==> config.mk <==
export PLATFORM = sky130hd
export DESIGN_NAME = sql_lexer_stream_unit
export DESIGN_NICKNAME = d
export VERILOG_FILES = /design/src/design/sqll_pkg.sv /design/src/design/sqll_keyword_match.sv /design/src/design/sqll_lex_core.sv /design/src/design/sqll_rsp_fifo.sv /design/src/design/sql_lexer_stream_unit.sv
export SDC_FILE = /design/constraint.sdc
export NUM_CORES = 1
export LEC_CHECK = 0
export BUFFER_PORTS_ARGS = -buffer_cell sky130_fd_sc_hd__clkbuf_2
export CORE_MARGIN = 2
export CORE_UTILIZATION = 50
export CTS_CLUSTER_SIZE = 30
export DETAILED_ROUTE_END_ITERATION = 8
export GPL_ROUTABILITY_DRIVEN = 0
export PLACE_DENSITY = 0.68
export REMOVE_ABC_BUFFERS = 1
export SLEW_MARGIN = 20
export SYNTH_ARGS = -nofsm -noshare
export SYNTH_HDL_FRONTEND = slang
export SYNTH_HIERARCHICAL = 1
export SYNTH_SLANG_ARGS = --single-unit
==> constraint.sdc <==
create_clock -name clock -period 6.5 [get_ports clock]
set_input_delay 0.325 -clock clock [delete_from_list [all_inputs] [get_ports clock]]
set_output_delay 0.325 -clock clock [all_outputs]
set_load 0.02 [all_outputs]
==> src/design/sqll_pkg.sv <==
// ----------------------------------------------------------------------------
// sqll_pkg
// Shared types, constants and character classes of the SQL lexer.
// ----------------------------------------------------------------------------
package sqll_pkg;

   localparam int OFFSET_BITS  = 16;
   localparam int NUM_KEYWORDS = 45;
   localparam int FIFO_DEPTH   = 8;
   localparam int PTR_BITS     = $clog2(FIFO_DEPTH);

   typedef logic [OFFSET_BITS-1:0] off_type;
   localparam off_type OFFSET_MAX = '1;

   localparam logic [4:0] KIND_IDENT   = 5'd0;
   localparam logic [4:0] KIND_KEYWORD = 5'd1;
   localparam logic [4:0] KIND_INT     = 5'd2;
   localparam logic [4:0] KIND_FLOAT   = 5'd3;
   localparam logic [4:0] KIND_STRING  = 5'd4;
   localparam logic [4:0] KIND_PLUS    = 5'd5;
   localparam logic [4:0] KIND_MINUS   = 5'd6;
   localparam logic [4:0] KIND_STAR    = 5'd7;
   localparam logic [4:0] KIND_SLASH   = 5'd8;
   localparam logic [4:0] KIND_SEMI    = 5'd9;
   localparam logic [4:0] KIND_COMMA   = 5'd10;
   localparam logic [4:0] KIND_GT      = 5'd11;
   localparam logic [4:0] KIND_LT      = 5'd12;
   localparam logic [4:0] KIND_LPAREN  = 5'd13;
   localparam logic [4:0] KIND_RPAREN  = 5'd14;
   localparam logic [4:0] KIND_EQ      = 5'd15;
   localparam logic [4:0] KIND_GE      = 5'd16;
   localparam logic [4:0] KIND_LE      = 5'd17;
   localparam logic [4:0] KIND_NE      = 5'd18;
   localparam logic [4:0] KIND_ILLEGAL = 5'd19;
   localparam logic [4:0] KIND_END     = 5'd20;

   localparam logic OP_BYTE = 1'b0;
   localparam logic OP_END  = 1'b1;

   // Keywords packed first byte lowest (literals are written reversed)
   localparam logic [63:0] KW_WORDS [NUM_KEYWORDS] = '{
      64'("dda"), 64'("retla"), 64'("lla"), 64'("dna"), 64'("yna"), 64'("sa"),
      64'("csa"), 64'("gva"), 64'("yb"), 64'("kcehc"), 64'("nmuloc"),
      64'("tnuoc"), 64'("etaerc"), 64'("eteled"), 64'("csed"), 64'("pord"),
      64'("tcnitsid"), 64'("tpecxe"), 64'("ngierof"), 64'("morf"),
      64'("puorg"), 64'("gnivah"), 64'("ni"), 64'("xedni"), 64'("si"),
      64'("tresni"), 64'("otni"), 64'("nioj"), 64'("yek"), 64'("ekil"),
      64'("nim"), 64'("xam"), 64'("ton"), 64'("llun"), 64'("ro"),
      64'("redro"), 64'("yramirp"), 64'("elbat"), 64'("tceles"), 64'("tes"),
      64'("mus"), 64'("etadpu"), 64'("noinu"), 64'("seulav"), 64'("erehw")
   };

   typedef struct packed {
      logic [4:0]  kind;
      logic [5:0]  kw;
      logic [15:0] start;
      logic [15:0] len;
      logic        last;
   } tok_type;

   typedef struct packed {
      logic [1:0] count;
      tok_type    t0;
      tok_type    t1;
   } step_type;

   function automatic logic is_blank(input logic [7:0] c);
      return c == 8'd9 || c == 8'd10 || c == 8'd32;
   endfunction

   function automatic logic is_digit(input logic [7:0] c);
      return c >= 8'd48 && c <= 8'd57;
   endfunction

   function automatic logic is_alpha(input logic [7:0] c);
      return (c >= 8'd65 && c <= 8'd90) || (c >= 8'd97 && c <= 8'd122);
   endfunction

   function automatic logic is_punct(input logic [7:0] c);
      return c >= 8'd33 && c <= 8'd126 && !is_digit(c) && !is_alpha(c);
   endfunction

   function automatic logic [7:0] to_lower(input logic [7:0] c);
      return (c >= 8'd65 && c <= 8'd90) ? c + 8'd32 : c;
   endfunction

   function automatic off_type sat_inc(input off_type v);
      return (v == OFFSET_MAX) ? v : v + off_type'(1);
   endfunction

   function automatic logic [4:0] single_op_kind(input logic [7:0] c);
      logic [4:0] k;
      case (c)
         8'h2B:   k = KIND_PLUS;
         8'h2D:   k = KIND_MINUS;
         8'h2A:   k = KIND_STAR;
         8'h2F:   k = KIND_SLASH;
         8'h3B:   k = KIND_SEMI;
         8'h2C:   k = KIND_COMMA;
         8'h28:   k = KIND_LPAREN;
         8'h29:   k = KIND_RPAREN;
         default: k = KIND_IDENT;
      endcase
      return k;
   endfunction

endpackage

==> src/design/sqll_keyword_match.sv <==
// ----------------------------------------------------------------------------
// sqll_keyword_match
// Parallel compare of the buffered word against the keyword list.
// ----------------------------------------------------------------------------
module sqll_keyword_match import sqll_pkg::*; (
   input  logic [63:0] word,
   input  logic        too_long,
   output logic [5:0]  kw_index
);

   // OR together the one matching index (keywords are distinct)
   always_comb begin
      kw_index = '0;
      for (int i = 0; i < NUM_KEYWORDS; i++) begin
         if (!too_long && word == KW_WORDS[i]) begin
            kw_index = kw_index | 6'(i + 1);
         end
      end
   end

endmodule

==> src/design/sqll_lex_core.sv <==
// ----------------------------------------------------------------------------
// sqll_lex_core
// Lexer state and the combinational update for one registered transaction.
// ----------------------------------------------------------------------------
module sqll_lex_core import sqll_pkg::*; (
   input  logic       clock,
   input  logic       reset,
   input  logic       item_valid,
   input  logic       item_opcode,
   input  logic [7:0] item_byte,
   output step_type   step
);

   typedef enum logic [4:0] {
      MODE_IDLE   = 5'b00001,
      MODE_NUMBER = 5'b00010,
      MODE_WORD   = 5'b00100,
      MODE_STRING = 5'b01000,
      MODE_PUNCT  = 5'b10000
   } mode_type;

   mode_type    mode_ff, mode_in;
   logic [63:0] word_ff, word_in;
   logic        too_long_ff, too_long_in;
   logic [1:0]  dots_ff, dots_in;
   logic        quote_ff, quote_in;
   logic [15:0] pair_ff, pair_in;
   off_type     pos_ff, pos_in;
   off_type     begin_ff, begin_in;
   off_type     run_ff, run_in;

   logic [5:0]  kw_index;
   tok_type     close_tok, start_tok, tok_a, tok_b;
   logic        st_emit, use_a, use_b, do_close, do_start;
   mode_type    st_mode;
   logic        st_quote;
   off_type     st_begin, st_run;
   logic [7:0]  c;

   sqll_keyword_match u_kw (
      .word     (word_ff),
      .too_long (too_long_ff),
      .kw_index (kw_index)
   );

   assign c = item_byte;

   // Build the token that closes the open run
   always_comb begin
      close_tok       = '0;
      close_tok.start = 16'(begin_ff);
      close_tok.len   = 16'(run_ff);
      case (mode_ff)
         MODE_NUMBER: begin
            close_tok.kind = (dots_ff == 2'd0) ? KIND_INT :
                             (dots_ff == 2'd1) ? KIND_FLOAT : KIND_ILLEGAL;
         end
         MODE_WORD: begin
            close_tok.kind = (kw_index != 6'd0) ? KIND_KEYWORD : KIND_IDENT;
            close_tok.kw   = kw_index;
         end
         MODE_PUNCT: begin
            close_tok.kind = KIND_ILLEGAL;
            if (run_ff == off_type'(1)) begin
               if (pair_ff[7:0] == 8'h3E) close_tok.kind = KIND_GT;
               else if (pair_ff[7:0] == 8'h3C) close_tok.kind = KIND_LT;
               else if (pair_ff[7:0] == 8'h3D) close_tok.kind = KIND_EQ;
            end else if (run_ff == off_type'(2)) begin
               if (pair_ff == 16'h3D3E) close_tok.kind = KIND_GE;
               else if (pair_ff == 16'h3D3C) close_tok.kind = KIND_LE;
               else if (pair_ff == 16'h3D21 || pair_ff == 16'h3E3C) close_tok.kind = KIND_NE;
            end
         end
         default: close_tok.kind = KIND_ILLEGAL;
      endcase
   end

   // Classify the byte as the first byte of a new token
   always_comb begin
      st_emit         = 1'b0;
      start_tok       = '0;
      start_tok.start = 16'(pos_ff);
      start_tok.len   = 16'd1;
      st_mode         = MODE_IDLE;
      st_quote        = quote_ff;
      st_begin        = pos_ff;
      st_run          = off_type'(1);
      if (is_blank(c)) begin
         st_begin = begin_ff;
         st_run   = run_ff;
      end else if (c == 8'h22 || c == 8'h27) begin
         st_mode  = MODE_STRING;
         st_quote = (c == 8'h27);
         st_begin = sat_inc(pos_ff);
         st_run   = '0;
      end else if (is_digit(c)) begin
         st_mode = MODE_NUMBER;
      end else if (is_alpha(c)) begin
         st_mode = MODE_WORD;
      end else if (is_punct(c) && single_op_kind(c) != KIND_IDENT) begin
         st_emit        = 1'b1;
         start_tok.kind = single_op_kind(c);
         st_begin       = begin_ff;
         st_run         = run_ff;
      end else if (is_punct(c)) begin
         st_mode = MODE_PUNCT;
      end else begin
         st_emit        = 1'b1;
         start_tok.kind = KIND_ILLEGAL;
         st_begin       = begin_ff;
         st_run         = run_ff;
      end
   end

   // Advance the mode and collect up to two transactions
   always_comb begin
      mode_in     = mode_ff;
      word_in     = word_ff;
      too_long_in = too_long_ff;
      dots_in     = dots_ff;
      quote_in    = quote_ff;
      pair_in     = pair_ff;
      pos_in      = pos_ff;
      begin_in    = begin_ff;
      run_in      = run_ff;
      do_close    = 1'b0;
      do_start    = 1'b0;
      use_a       = 1'b0;
      use_b       = 1'b0;
      tok_a       = close_tok;
      tok_b       = start_tok;

      if (item_opcode == OP_END) begin
         use_a       = (mode_ff != MODE_IDLE);
         use_b       = 1'b1;
         tok_b       = '0;
         tok_b.kind  = KIND_END;
         tok_b.start = 16'(pos_ff);
         mode_in     = MODE_IDLE;
         word_in     = '0;
         too_long_in = 1'b0;
         dots_in     = '0;
         quote_in    = 1'b0;
         pair_in     = '0;
         pos_in      = '0;
         begin_in    = '0;
         run_in      = '0;
      end else begin
         pos_in = sat_inc(pos_ff);
         case (mode_ff)
            MODE_NUMBER: begin
               if (is_digit(c) || c == 8'h2E) begin
                  run_in = sat_inc(run_ff);
                  if (c == 8'h2E && dots_ff != 2'd2) dots_in = dots_ff + 2'd1;
               end else begin
                  do_close = 1'b1;
                  do_start = 1'b1;
               end
            end
            MODE_WORD: begin
               if (is_alpha(c) || c == 8'h5F) begin
                  if (run_ff < off_type'(8)) begin
                     for (int l = 0; l < 8; l++) begin
                        if (run_ff[2:0] == 3'(l)) word_in[8*l +: 8] = to_lower(c);
                     end
                  end else begin
                     too_long_in = 1'b1;
                  end
                  run_in = sat_inc(run_ff);
               end else begin
                  do_close = 1'b1;
                  do_start = 1'b1;
               end
            end
            MODE_STRING: begin
               if (c == (quote_ff ? 8'h27 : 8'h22)) begin
                  use_a          = 1'b1;
                  tok_a.kind     = KIND_STRING;
                  tok_a.kw       = '0;
                  mode_in        = MODE_IDLE;
               end else begin
                  run_in = sat_inc(run_ff);
               end
            end
            MODE_PUNCT: begin
               if (is_punct(c)) begin
                  if (run_ff == off_type'(1)) pair_in = {c, pair_ff[7:0]};
                  run_in = sat_inc(run_ff);
               end else begin
                  do_close = 1'b1;
                  do_start = 1'b1;
               end
            end
            default: do_start = 1'b1;
         endcase

         if (do_close) begin
            use_a   = 1'b1;
            mode_in = MODE_IDLE;
         end
         if (do_start) begin
            use_b    = st_emit;
            mode_in  = st_mode;
            quote_in = st_quote;
            begin_in = st_begin;
            run_in   = st_run;
            if (st_mode == MODE_NUMBER) dots_in = '0;
            if (st_mode == MODE_WORD) begin
               word_in     = {56'd0, to_lower(c)};
               too_long_in = 1'b0;
            end
            if (st_mode == MODE_PUNCT) pair_in = {8'd0, c};
         end
      end
   end

   // Pack results in order, flag the final one
   always_comb begin
      step       = '0;
      step.count = 2'(use_a) + 2'(use_b);
      step.t0    = use_a ? tok_a : tok_b;
      step.t1    = tok_b;
      step.t0.last = (step.count == 2'd1);
      step.t1.last = 1'b1;
      if (!item_valid) step.count = 2'd0;
   end

   // Hold state between transactions
   always_ff @(posedge clock) begin
      if (reset) begin
         mode_ff     <= MODE_IDLE;
         word_ff     <= '0;
         too_long_ff <= 1'b0;
         dots_ff     <= '0;
         quote_ff    <= 1'b0;
         pair_ff     <= '0;
         pos_ff      <= '0;
         begin_ff    <= '0;
         run_ff      <= '0;
      end else if (item_valid) begin
         mode_ff     <= mode_in;
         word_ff     <= word_in;
         too_long_ff <= too_long_in;
         dots_ff     <= dots_in;
         quote_ff    <= quote_in;
         pair_ff     <= pair_in;
         pos_ff      <= pos_in;
         begin_ff    <= begin_in;
         run_ff      <= run_in;
      end
   end

endmodule

==> src/design/sqll_rsp_fifo.sv <==
// ----------------------------------------------------------------------------
// sqll_rsp_fifo
// Result queue: takes up to two tokens per cycle, hands out one per cycle while popped.
// ----------------------------------------------------------------------------
module sqll_rsp_fifo import sqll_pkg::*; (
   input  logic              clock,
   input  logic              reset,
   input  step_type          step,
   input  logic              pop,
   output logic              not_empty,
   output tok_type           head,
   output logic [PTR_BITS:0] fill
);

   tok_type             mem_ff [FIFO_DEPTH];
   logic [PTR_BITS-1:0] wptr_ff, wptr_in, rptr_ff, rptr_in;
   logic [PTR_BITS:0]   count_ff, count_in;
   logic                do_pop;

   assign not_empty = (count_ff != '0);
   assign head      = mem_ff[rptr_ff];
   assign fill      = count_ff;
   assign do_pop    = pop && not_empty;

   // Advance pointers and fill level
   always_comb begin
      wptr_in  = wptr_ff + PTR_BITS'(step.count);
      rptr_in  = rptr_ff + PTR_BITS'(do_pop);
      count_in = count_ff + (PTR_BITS+1)'(step.count) - (PTR_BITS+1)'(do_pop);
   end

   always_ff @(posedge clock) begin
      if (reset) begin
         wptr_ff  <= '0;
         rptr_ff  <= '0;
         count_ff <= '0;
      end else begin
         wptr_ff  <= wptr_in;
         rptr_ff  <= rptr_in;
         count_ff <= count_in;
      end
   end

   // Write the new tokens
   always_ff @(posedge clock) begin
      if (step.count != 2'd0) mem_ff[wptr_ff] <= step.t0;
      if (step.count == 2'd2) mem_ff[wptr_ff + PTR_BITS'(1)] <= step.t1;
   end

endmodule

==> src/design/sql_lexer_stream_unit.sv <==
// ----------------------------------------------------------------------------
// sql_lexer_stream_unit
// Streaming SQL lexer: one text byte per transaction in, token descriptors out.
// ----------------------------------------------------------------------------
// channel  dir  handshake          payload
// req      in   req_valid/stall    opcode, char_byte
// rsp      out  rsp_valid/stall    token_kind, keyword_index, token_start,
//                                  token_length, last_of_step
//
// One byte per cycle sustained while req_stall stays low; the results of a byte enter
// the result queue in the cycle after acceptance (input register, then the lexer update).
// Each byte yields zero, one or two results into an eight-entry queue;
// req_stall rises when the queue cannot take two more results per item held.
// Synchronous reset returns the lexer to offset 0 and empties the queue.
// ----------------------------------------------------------------------------
module sql_lexer_stream_unit import sqll_pkg::*; (
   input  logic        clock,
   input  logic        reset,
   input  logic        req_valid,
   output logic        req_stall,
   input  logic        req_opcode,
   input  logic [7:0]  req_char_byte,
   output logic        rsp_valid,
   input  logic        rsp_stall,
   output logic [4:0]  rsp_token_kind,
   output logic [5:0]  rsp_keyword_index,
   output logic [15:0] rsp_token_start,
   output logic [15:0] rsp_token_length,
   output logic        rsp_last_of_step
);

   logic              stage_valid_ff, stage_valid_in;
   logic              stage_opcode_ff;
   logic [7:0]        stage_byte_ff;
   logic              req_take;
   logic [PTR_BITS:0] fill;
   logic [PTR_BITS+1:0] need;
   step_type          step;
   tok_type           head;

   // Reserve two queue slots per transaction in flight
   assign need      = stage_valid_ff ? (PTR_BITS+2)'(4) : (PTR_BITS+2)'(2);
   assign req_stall = ((PTR_BITS+2)'(fill) + need) > (PTR_BITS+2)'(FIFO_DEPTH);
   assign req_take  = req_valid && !req_stall;
   assign stage_valid_in = req_take;

   // Register the incoming transaction
   always_ff @(posedge clock) begin
      if (reset) stage_valid_ff <= 1'b0;
      else       stage_valid_ff <= stage_valid_in;
   end

   always_ff @(posedge clock) begin
      if (req_take) begin
         stage_opcode_ff <= req_opcode;
         stage_byte_ff   <= req_char_byte;
      end
   end

   sqll_lex_core u_core (
      .clock       (clock),
      .reset       (reset),
      .item_valid  (stage_valid_ff),
      .item_opcode (stage_opcode_ff),
      .item_byte   (stage_byte_ff),
      .step        (step)
   );

   sqll_rsp_fifo u_fifo (
      .clock     (clock),
      .reset     (reset),
      .step      (step),
      .pop       (!rsp_stall),
      .not_empty (rsp_valid),
      .head      (head),
      .fill      (fill)
   );

   assign rsp_token_kind    = head.kind;
   assign rsp_keyword_index = head.kw;
   assign rsp_token_start   = head.start;
   assign rsp_token_length  = head.len;
   assign rsp_last_of_step  = head.last;

endmodule

# Yosys cells after proc, flatten, opt, wreduce, memory -nomap -nowiden
# Memories as Yosys holds them, arrays and structs flattened. A register that Yosys moved wholly into a read port is not among the register bits.
# Index checks and enable logic that the tools add are counted.
# word_totals
register_bits	157
output_inout_bits	46
memories	1
ramBits	352
# mem_list
name	words	width	rd	rd_ports_with_merged_regs	wr	line_no	text
u_fifo.mem_ff	8	44	1	1	2	sqll_rsp_fifo.sv:15	tok_type mem_ff [FIFO_DEPTH];
# op_classes
n_addsub	11
n_lt_le_gt_ge	10
eq_ne	100
n_reduce_logical	84
n_mux	394
# ops
op	n
16-bit 2-to-1 mux	87
64-bit 2-to-1 mux	17
64-bit by 23-bit equality test with 1-bit output (second input constant)	12
64-bit by 39-bit equality test with 1-bit output (second input constant)	9
64-bit by 47-bit equality test with 1-bit output (second input constant)	9
5-bit 2-to-1 mux	112
64-bit by 31-bit equality test with 1-bit output (second input constant)	7
8-bit 2-to-1 mux	41
64-bit by 15-bit equality test with 1-bit output (second input constant)	5
64-bit by 55-bit equality test with 1-bit output (second input constant)	2
8-bit by 6-bit equality test with 1-bit output (second input constant)	15
6-bit 2-to-1 mux	15
44-bit 2-to-1 mux	2
1-bit 2-to-1 mux	74
11-bit 2-to-1 mux	6
16-bit by 14-bit equality test with 1-bit output (second input constant)	4
64-bit by 63-bit equality test with 1-bit output (second input constant)	1
16-bit case mux with 4 select lines	1
1-bit logical AND	55
2-bit 2-to-1 mux	20
16-bit by 1-bit adder with 16-bit output (second input constant)	2
16-bit equality test (second input constant)	2
4-bit 2-to-1 mux	8
4-bit case mux with 8 select lines	1
other kinds (56)	92

# Logic depth before layout (Yosys ltp)
# Gate-level depths: netlist of the first run.
# depth
ltp_word	57
mapped_depth	20
mapped_depth_nobuf	18

# Hierarchy
# Netlist of the first run, hierarchy kept.
# by_module_without_submodules
mod	area_per_inst_um2	instances	seq_area_each_um2	cells_each
sqll_rsp_fifo	18196.2	1	10770.3	977
sqll_lex_core	7424.6	1	2742.6	900
sqll_keyword_match	2144.6	1	0.0	326
sql_lexer_stream_unit	407.9	1	290.3	23

# Worst setup path after synthesis of the first run
# Ideal clock, no wire load.
# synth_path
path_kind	register -> register
startpoint	register stage_byte_ff[5]
endpoint	memory u_fifo/mem_ff[1][0] (netlist bit) (enable)
arrival_ns	6.457
t_required_ns	5.988
period_less_slack_ns	6.968
stages_incl_launch_ff	12
setup_slack_ns	-0.468
path_cell_list	edfxtp_1 buf_2 o41ai_1 o21ai_1 nor3_1 a41oi_1 buf_2 buf_2 ha_1 and2_1 o21ai_0 o31ai_1
# synth_lines
item	line_no	text
start: declaration	sql_lexer_stream_unit.sv:34	logic [7:0] stage_byte_ff;
start signal: assignment	sql_lexer_stream_unit.sv:56	stage_byte_ff <= req_char_byte;
end: declaration	sqll_rsp_fifo.sv:15	

==> results of run 1 <==
-- final timing paths --
| kind | start | end | slack, ns | depth (start not counted) |
|---|---|---|---|---|
| max | stage_byte_ff[5] | u_fifo/mem_ff[7][1] | 0.93 | 14 |
| min | reset | u_core/too_long_ff | 0.18 | 2 |
| max reg2reg | stage_byte_ff[5] | u_fifo/mem_ff[7][1] | 0.93 | 14 |
| min reg2reg | u_core/begin_ff[12] | u_core/begin_ff[12] | 0.45 | 2 |
-- where the power goes --
group	switching [mW]	leakage [nW]	internal (mW)
clock network	1.28	0.759	1.53
registers	0.129	4.54	3.67
logic	1.25	5.42	0.834
-- per-layer routing --
layer	up-vias	share of wire, %
li1	8718	-
met1	9741	41
met2	982	48
met3	238	7.8
met4	0	3.3
met5	-	0
-- area by class of cell --
| type | count | area (um2) | area share, % |
|---|---|---|---|
| multi-input cells | 1544 | 13600 | 44.0 |
| clock buffers | 71 | 1410 | 4.59 |
| diodes | 1 | 2.50 | 0.00813 |
| repair buffers | 108 | 741 | 2.41 |
| clock inverters | 22 | 148 | 0.480 |
| inverters | 44 | 165 | 0.536 |
| well taps | 756 | 946 | 3.07 |
| flip-flops and latches | 509 | 13800 | 44.9 |
-- worst register-to-register path, cell delays in order (launching register included) --
cell	delay (ns)
edfxtp_1	0.71
inv_1	0.20
ha_1	0.26
nand2b_1	0.08
o21ai_1	0.10
a32o_1	0.40
a2111oi_2	0.63
nand2_1	0.11
o21ai_0	0.28
ha_1	0.43
and2_1	0.40
o21ai_0	0.15
buf_4	0.19
o21ai_4	0.72
buf_4	0.55
-- through the flow --
| stage | setup TNS (ns) | cells | hold WS [ns] |
|---|---|---|---|
| 4_1_cts | 0 | 3054 | 0.157 |
| 3_3_place_gp | 0 | 2951 | 0.435 |
| 2_1_floorplan | -515.07 | 2097 | 0.392 |
| 6_report | 0 | 3055 | 0.178 |
| 5_1_grt | 0 | 3054 | 0.182 |
| 3_5_place_dp | 0 | 2951 | 0.443 |
-- sequential cells by signal, summed over array words and instances, names as in the netlist --
signal              count
u_core/quote_ff         1
u_fifo/wptr_ff          3
u_core/run_ff          16
u_core/mode_ff          5
u_core/begin_ff        16
u_fifo/rptr_ff          3
stage_opcode_ff         1
u_core/dots_ff          2
stage_byte_ff           8
u_core/pair_ff         16
stage_valid_ff          1
u_fifo/mem_ff         352
u_fifo/fill             4
u_core/too_long_ff      1
u_core/word_ff         64
u_core/pos_ff          16
-- cells in the final DEF, fill, tap and decap left out, types with 13 or more instances in the layout --
| master | Yosys | routed |
|---|---|---|
| ha_1 | 26 | 26 |
| conb_1 | 2 | 22 |
| nand3b_1 | 15 | 15 |
| o21ai_1 | 14 | 15 |
| nor2_1 | 96 | 96 |
| nand4b_1 | 16 | 16 |
| a21oi_1 | 59 | 59 |
| clkbuf_1 | 58 | 16 |
| buf_4 | 30 | 36 |
| and2_1 | 29 | 29 |
| mux2_2 | 401 | 401 |
| nor2b_1 | 19 | 19 |
| clkbuf_2 | 0 | 58 |
| a22o_1 | 27 | 27 |
| nand2b_1 | 31 | 31 |
| nand2_1 | 123 | 123 |
| inv_1 | 43 | 43 |
| edfxtp_1 | 361 | 361 |
| nand3_1 | 53 | 53 |
| nand4_1 | 54 | 54 |
| mux4_2 | 88 | 88 |
| nor3_1 | 37 | 37 |
| and3_1 | 29 | 29 |
| nor4_1 | 29 | 28 |
| clkbuf_16 | 0 | 53 |
| o21ai_0 | 66 | 61 |
| or3_1 | 25 | 25 |
| o2bb2ai_1 | 13 | 13 |
| dfxtp_1 | 148 | 145 |
| or4_1 | 25 | 25 |
-- kinds of logic (layout without fill, tap and decap cells) --
family / after synthesis / after routing / share of synthesized area [%]
and+or+nand+nor: 674 / 674 / 14.2
DFF: 509 / 509 / 49.0
muxes: 508 / 508 / 23.9
AOI/OAI and AO/OA: 287 / 287 / 7.01
buffers and inverters: 193 / 245 / 3.63
adders and majority gates: 29 / 29 / 1.37
xor gates and xnor gates: 24 / 24 / 0.879
other: 2 / 23 / 0.0267
==> run metrics, run 1 <==
critical path's largest stage delay=between 0.7 and 0.8 ns; M2 GR Usage=a little over two fifths; Final setup viols=0; status=completed; Clock Tree Buf Depth=3; worst-skew pair later-pin latency=around 0.62 ns; CORE AREA=~56000 um2; vias=slightly below 20000; hpwl dp=48.4 mm; kind of critical path=flip-flop to flip-flop; Post-CTS Setup Inserts=0; worst path cell trace=inv_1, ha_1, nand2b_1, o21ai_1, a32o_1, a2111oi_2, nand2_1, o21ai_0, ha_1, and2_1, o21ai_0, buf_4, o21ai_4, buf_4; Worst slew margin=27.5%; GRT met1 Usage=between 30% and 40%; CTS Sinks=between 500 and 600; gr usage total=26.1%; Final Cell Area=~31000 um2; Max-Cap Viols=0; Root Buffer=clkbuf_16; die area=58300 um2; share of flip-flops with an asynchronous set or reset=0%; CP Launch Type=flip-flop; initial core utilization=roughly half; max frequency=between 0.15 and 0.2 GHz; antenna-violating nets left=0; Horiz. Die Dim=241 um; nets=~2300; cts bufs inserted=53; PwrDens=282 nW/um2; number of I/O port buffers=just under 60; Worst Skew=0.0248 ns; pin count of the biggest net entering global routing=between 60 and 70; Remaining DRCs=0; Worst path top cell family by delay=compound AO/OA/AOI/OAI gates; CTS Hold Bufs=10; clk slew on worst S/H paths=approximately 0.06 ns; GR Util met3=under 10%; Post-Syn Area per Cell=12.7 um2; antenna violations before repair=0; DRT iter0 DRCs=2130; Crit Path Max Fanout=24; DR vias/cell=about 6.4; IO Pins=59; Req. time, crit path=between 6 and 7 ns; Area Growth Syn to Fin=9.28%; RSZ-0062 raised after global routing=false; Setup WS pre-CTS=between 1 and 1.5 ns; EDFF count, synth=around 360; global-route wire length before repair=116 mm; CTS resizes=0; Fillers=around 4600; Synth area leader=edfxtp_1; htree depth=2; Row Count=a little under 90; Post-Synthesis Cells=about 2200; CP Buf/Inv Count=3; Placed Area=slightly below 30000 um2; yosys warns=6; worst vdd ir=approximately 200 uV; layout cells sized above 1=between 30% and 40%; Static Leak=about 11 nW; Final Max Tran Viols=0; Main synth FF type=edfxtp_1; Min-Delay Path Class=input port to flip-flop; Overall Power=8.68 mW; wire per inst=between 20 and 30 um; Routed WL=76.6 mm; Die Y=241 um; number of global-route vias before repair=slightly below 20000; slew of the pin with the lowest slew margin=1.08 ns; DRT Pass-1 Iters=8; CTS tree=done; Commonest cells post-synth=401 x mux2_2, 361 x edfxtp_1, 148 x dfxtp_1, 123 x nand2_1, 96 x nor2_1; Final Cycle Share=between 80% and 90%; Tmin final=approximately 5.6 ns; gr busiest metal=met2; CP Capture Type=flip-flop; PnR worst setup slack=slightly above 0.9 ns; top-count cell post-synth=mux2_2; synthesized flop and latch total=just over 500; share of the synthesized area in the top cell type=38.5%; Core Util, Final=54.9%; post-synth cell types=108; CP arrival=around 5.8 ns; top post-synthesis cells by area=edfxtp_1 38%, mux2_2 16%, dfxtp_1 11%; Slowest cell on crit path=o21ai_4; Final Hold Vio Count=0; global route overflow=0; cell area after synthesis=~28000 um2; register area share after synthesis=~49%
(Power assumes the default switching activity.)
==> run 2: changes to the inputs <==
--- a/config.mk
+++ b/config.mk
@@ -11,7 +11,7 @@
 export CTS_CLUSTER_SIZE = 30
 export DETAILED_ROUTE_END_ITERATION = 8
 export GPL_ROUTABILITY_DRIVEN = 0
-export PLACE_DENSITY = 0.68
+export PLACE_DENSITY = 0.66
 export REMOVE_ABC_BUFFERS = 1
 export SLEW_MARGIN = 20
 export SYNTH_ARGS = -nofsm -noshare
==> constraint.sdc (replaced) <==
create_clock -name clock -period 5.6 [get_ports clock]
set_input_delay 0.28 -clock clock [delete_from_list [all_inputs] [get_ports clock]]
set_output_delay 0.28 -clock clock [all_outputs]
set_load 0.02 [all_outputs]
==> run metrics, run 2 (synthesized netlist as in run 1, its figures left out) <==
worst-skew pair later-pin latency=about 0.63 ns; Final Max Tran Viols=0; htree depth=2; clk slew on worst S/H paths=roughly 0.060 ns; CP Launch Type=flip-flop; worst path cell trace=buf_4, o211a_1, o21ai_1, a32o_1, a2111oi_2, nand2_1, o21ai_0, ha_1, and2_1, nand4b_2, nor2_4, buf_12, mux2_2; Overall Power=10.4 mW; CP arrival=5.45 ns; Worst slew margin=24.2%; Area Growth Syn to Fin=10.7%; antenna-violating nets left=0; PwrDens=about 330 nW/um2; Post-CTS Setup Inserts=0; critical path's largest stage delay=0.77 ns; Root Buffer=clkbuf_16; worst vdd ir=258 uV; Tmin final=5.08 ns; Min-Delay Path Class=input port to flip-flop; layout cells sized above 1=between 30% and 40%; Worst Skew=around 0.023 ns; DRT iter0 DRCs=between 2000 and 2500; status=complete, but fails checks; failing checks=design-rule violations; Remaining DRCs=5; Largest Register=u_fifo/mem_ff; number of global-route vias before repair=between 15000 and 20000; ant diodes=0; nets=between 2000 and 2500; Fillers=around 4600; RSZ-0062 raised after global routing=false; pin count of the biggest net entering global routing=just under 50; hpwl dp=between 50 and 60 mm; Req. time, crit path=about 6 ns; Horiz. Die Dim=roughly 240 um; Static Leak=approximately 11 nW; DRT Pass-1 Iters=9; Largest register FFs=roughly 350; commonest non-fill, non-tap cells in the layout=401 x mux2_2, 361 x edfxtp_1, 145 x dfxtp_1; Max-Cap Viols=0; antenna violations before repair=2; CTS Sinks=between 500 and 600; Final Cycle Share=90.7%; Largest regs=u_fifo/mem_ff x352, u_core/word_ff x64; CTS Hold Bufs=10; kind of critical path=flip-flop to flip-flop; Slowest cell on crit path=edfxtp_1; Worst path top cell family by delay=compound AO/OA/AOI/OAI gates; IO Pins=between 50 and 60; CP Buf/Inv Count=2; slew of the pin with the lowest slew margin=about 1.1 ns; global-route wire length before repair=119 mm; CP Capture Type=flip-flop; cts bufs inserted=54; commonest non-fill, non-tap cell in the layout=mux2_2; Crit Path Max Fanout=20; Row Count=between 80 and 90; number of I/O port buffers=58; max frequency=between 0.15 and 0.2 GHz; Routed WL=just under 80 mm; die area=about 58000 um2; CTS tree=done; PnR worst setup slack=0.524 ns; Final setup viols=0; Setup WS pre-CTS=0.602 ns; CORE AREA=between 50000 and 60000 um2; Clock Tree Buf Depth=3; Final Hold Vio Count=0; CTS resizes=0; initial core utilization=between 50 and 60%; gr usage total=around 27%; wire per inst=~25 um; global route overflow=0; vias=roughly 20000; DR vias/cell=about 6.4; Die Y=roughly 240 um
-- run 2: changes by cell type in the layout (fill, tap and decap cells not counted), moves of 2 or more --
cell       delta
clkbuf_8     +10
buf_4         +8
buf_12        +4
clkinv_1      -4
clkbuf_16     +3
buf_8         +2
clkbuf_1      -2
-- run 2: stage by stage --
stage               hold slack [ns]  cell area, um2  utilization, %  TNS [ns]  cells
floorplan                     0.347           27400               -   -966.35   2097
finish                        0.219           31200            55.7         0   3076
CTS                           0.199           31200            55.7         0   3076
global placement              0.439           29300            52.2         0   2963
detailed placement            0.443           29300            52.3         0   2966
global route                  0.284           31200            55.7         0   3076
-- run 2: area by class of cell --
| class | instances | area, um2 | area share (%) |
|---|---|---|---|
| inverters | 44 | 165 | 0.529 |
| repair buffers | 123 | 938 | 3.01 |
| multi-input cells | 1544 | 13600 | 43.4 |
| flip-flops and latches | 509 | 13800 | 44.3 |
| clock buffers | 83 | 1620 | 5.21 |
| well taps | 756 | 946 | 3.03 |
| clock inverters | 17 | 163 | 0.521 |
-- run 2: worst min-delay path: stages --
cell      delay, ns
clkbuf_2       0.08
inv_1          0.03
and2_1         0.16
ha_1           0.13
nor2b_1        0.11
-- run 2: routing by layer --
metal	vias to the layer above	GRT usage (%)	wire length (um)
met2	912	44.3	37000
li1	8757	-	-
met5	-	0	13
met4	2	8.77	2600
met3	234	4.68	5840
met1	9918	36.1	32200
-- run 2: final timing paths --
path / end / cells after the start / start / slack, ns
min: u_fifo/rptr_ff[0] / 5 / rsp_stall / 0.22
max: u_fifo/mem_ff[6][6] / 13 / stage_byte_ff[2] / 0.52
max reg2reg: u_fifo/mem_ff[6][6] / 13 / stage_byte_ff[2] / 0.52
min reg2reg: u_core/begin_ff[1] / 2 / u_core/begin_ff[1] / 0.45
-- run 2: report_power, final --
group / leakage (nW) / switching (mW) / total (mW) / internal (mW)
combinational: 5.51 / 1.47 / 2.44 / 0.974
sequential: 4.54 / 0.155 / 4.42 / 4.26
clock: 0.872 / 1.53 / 3.58 / 2.05
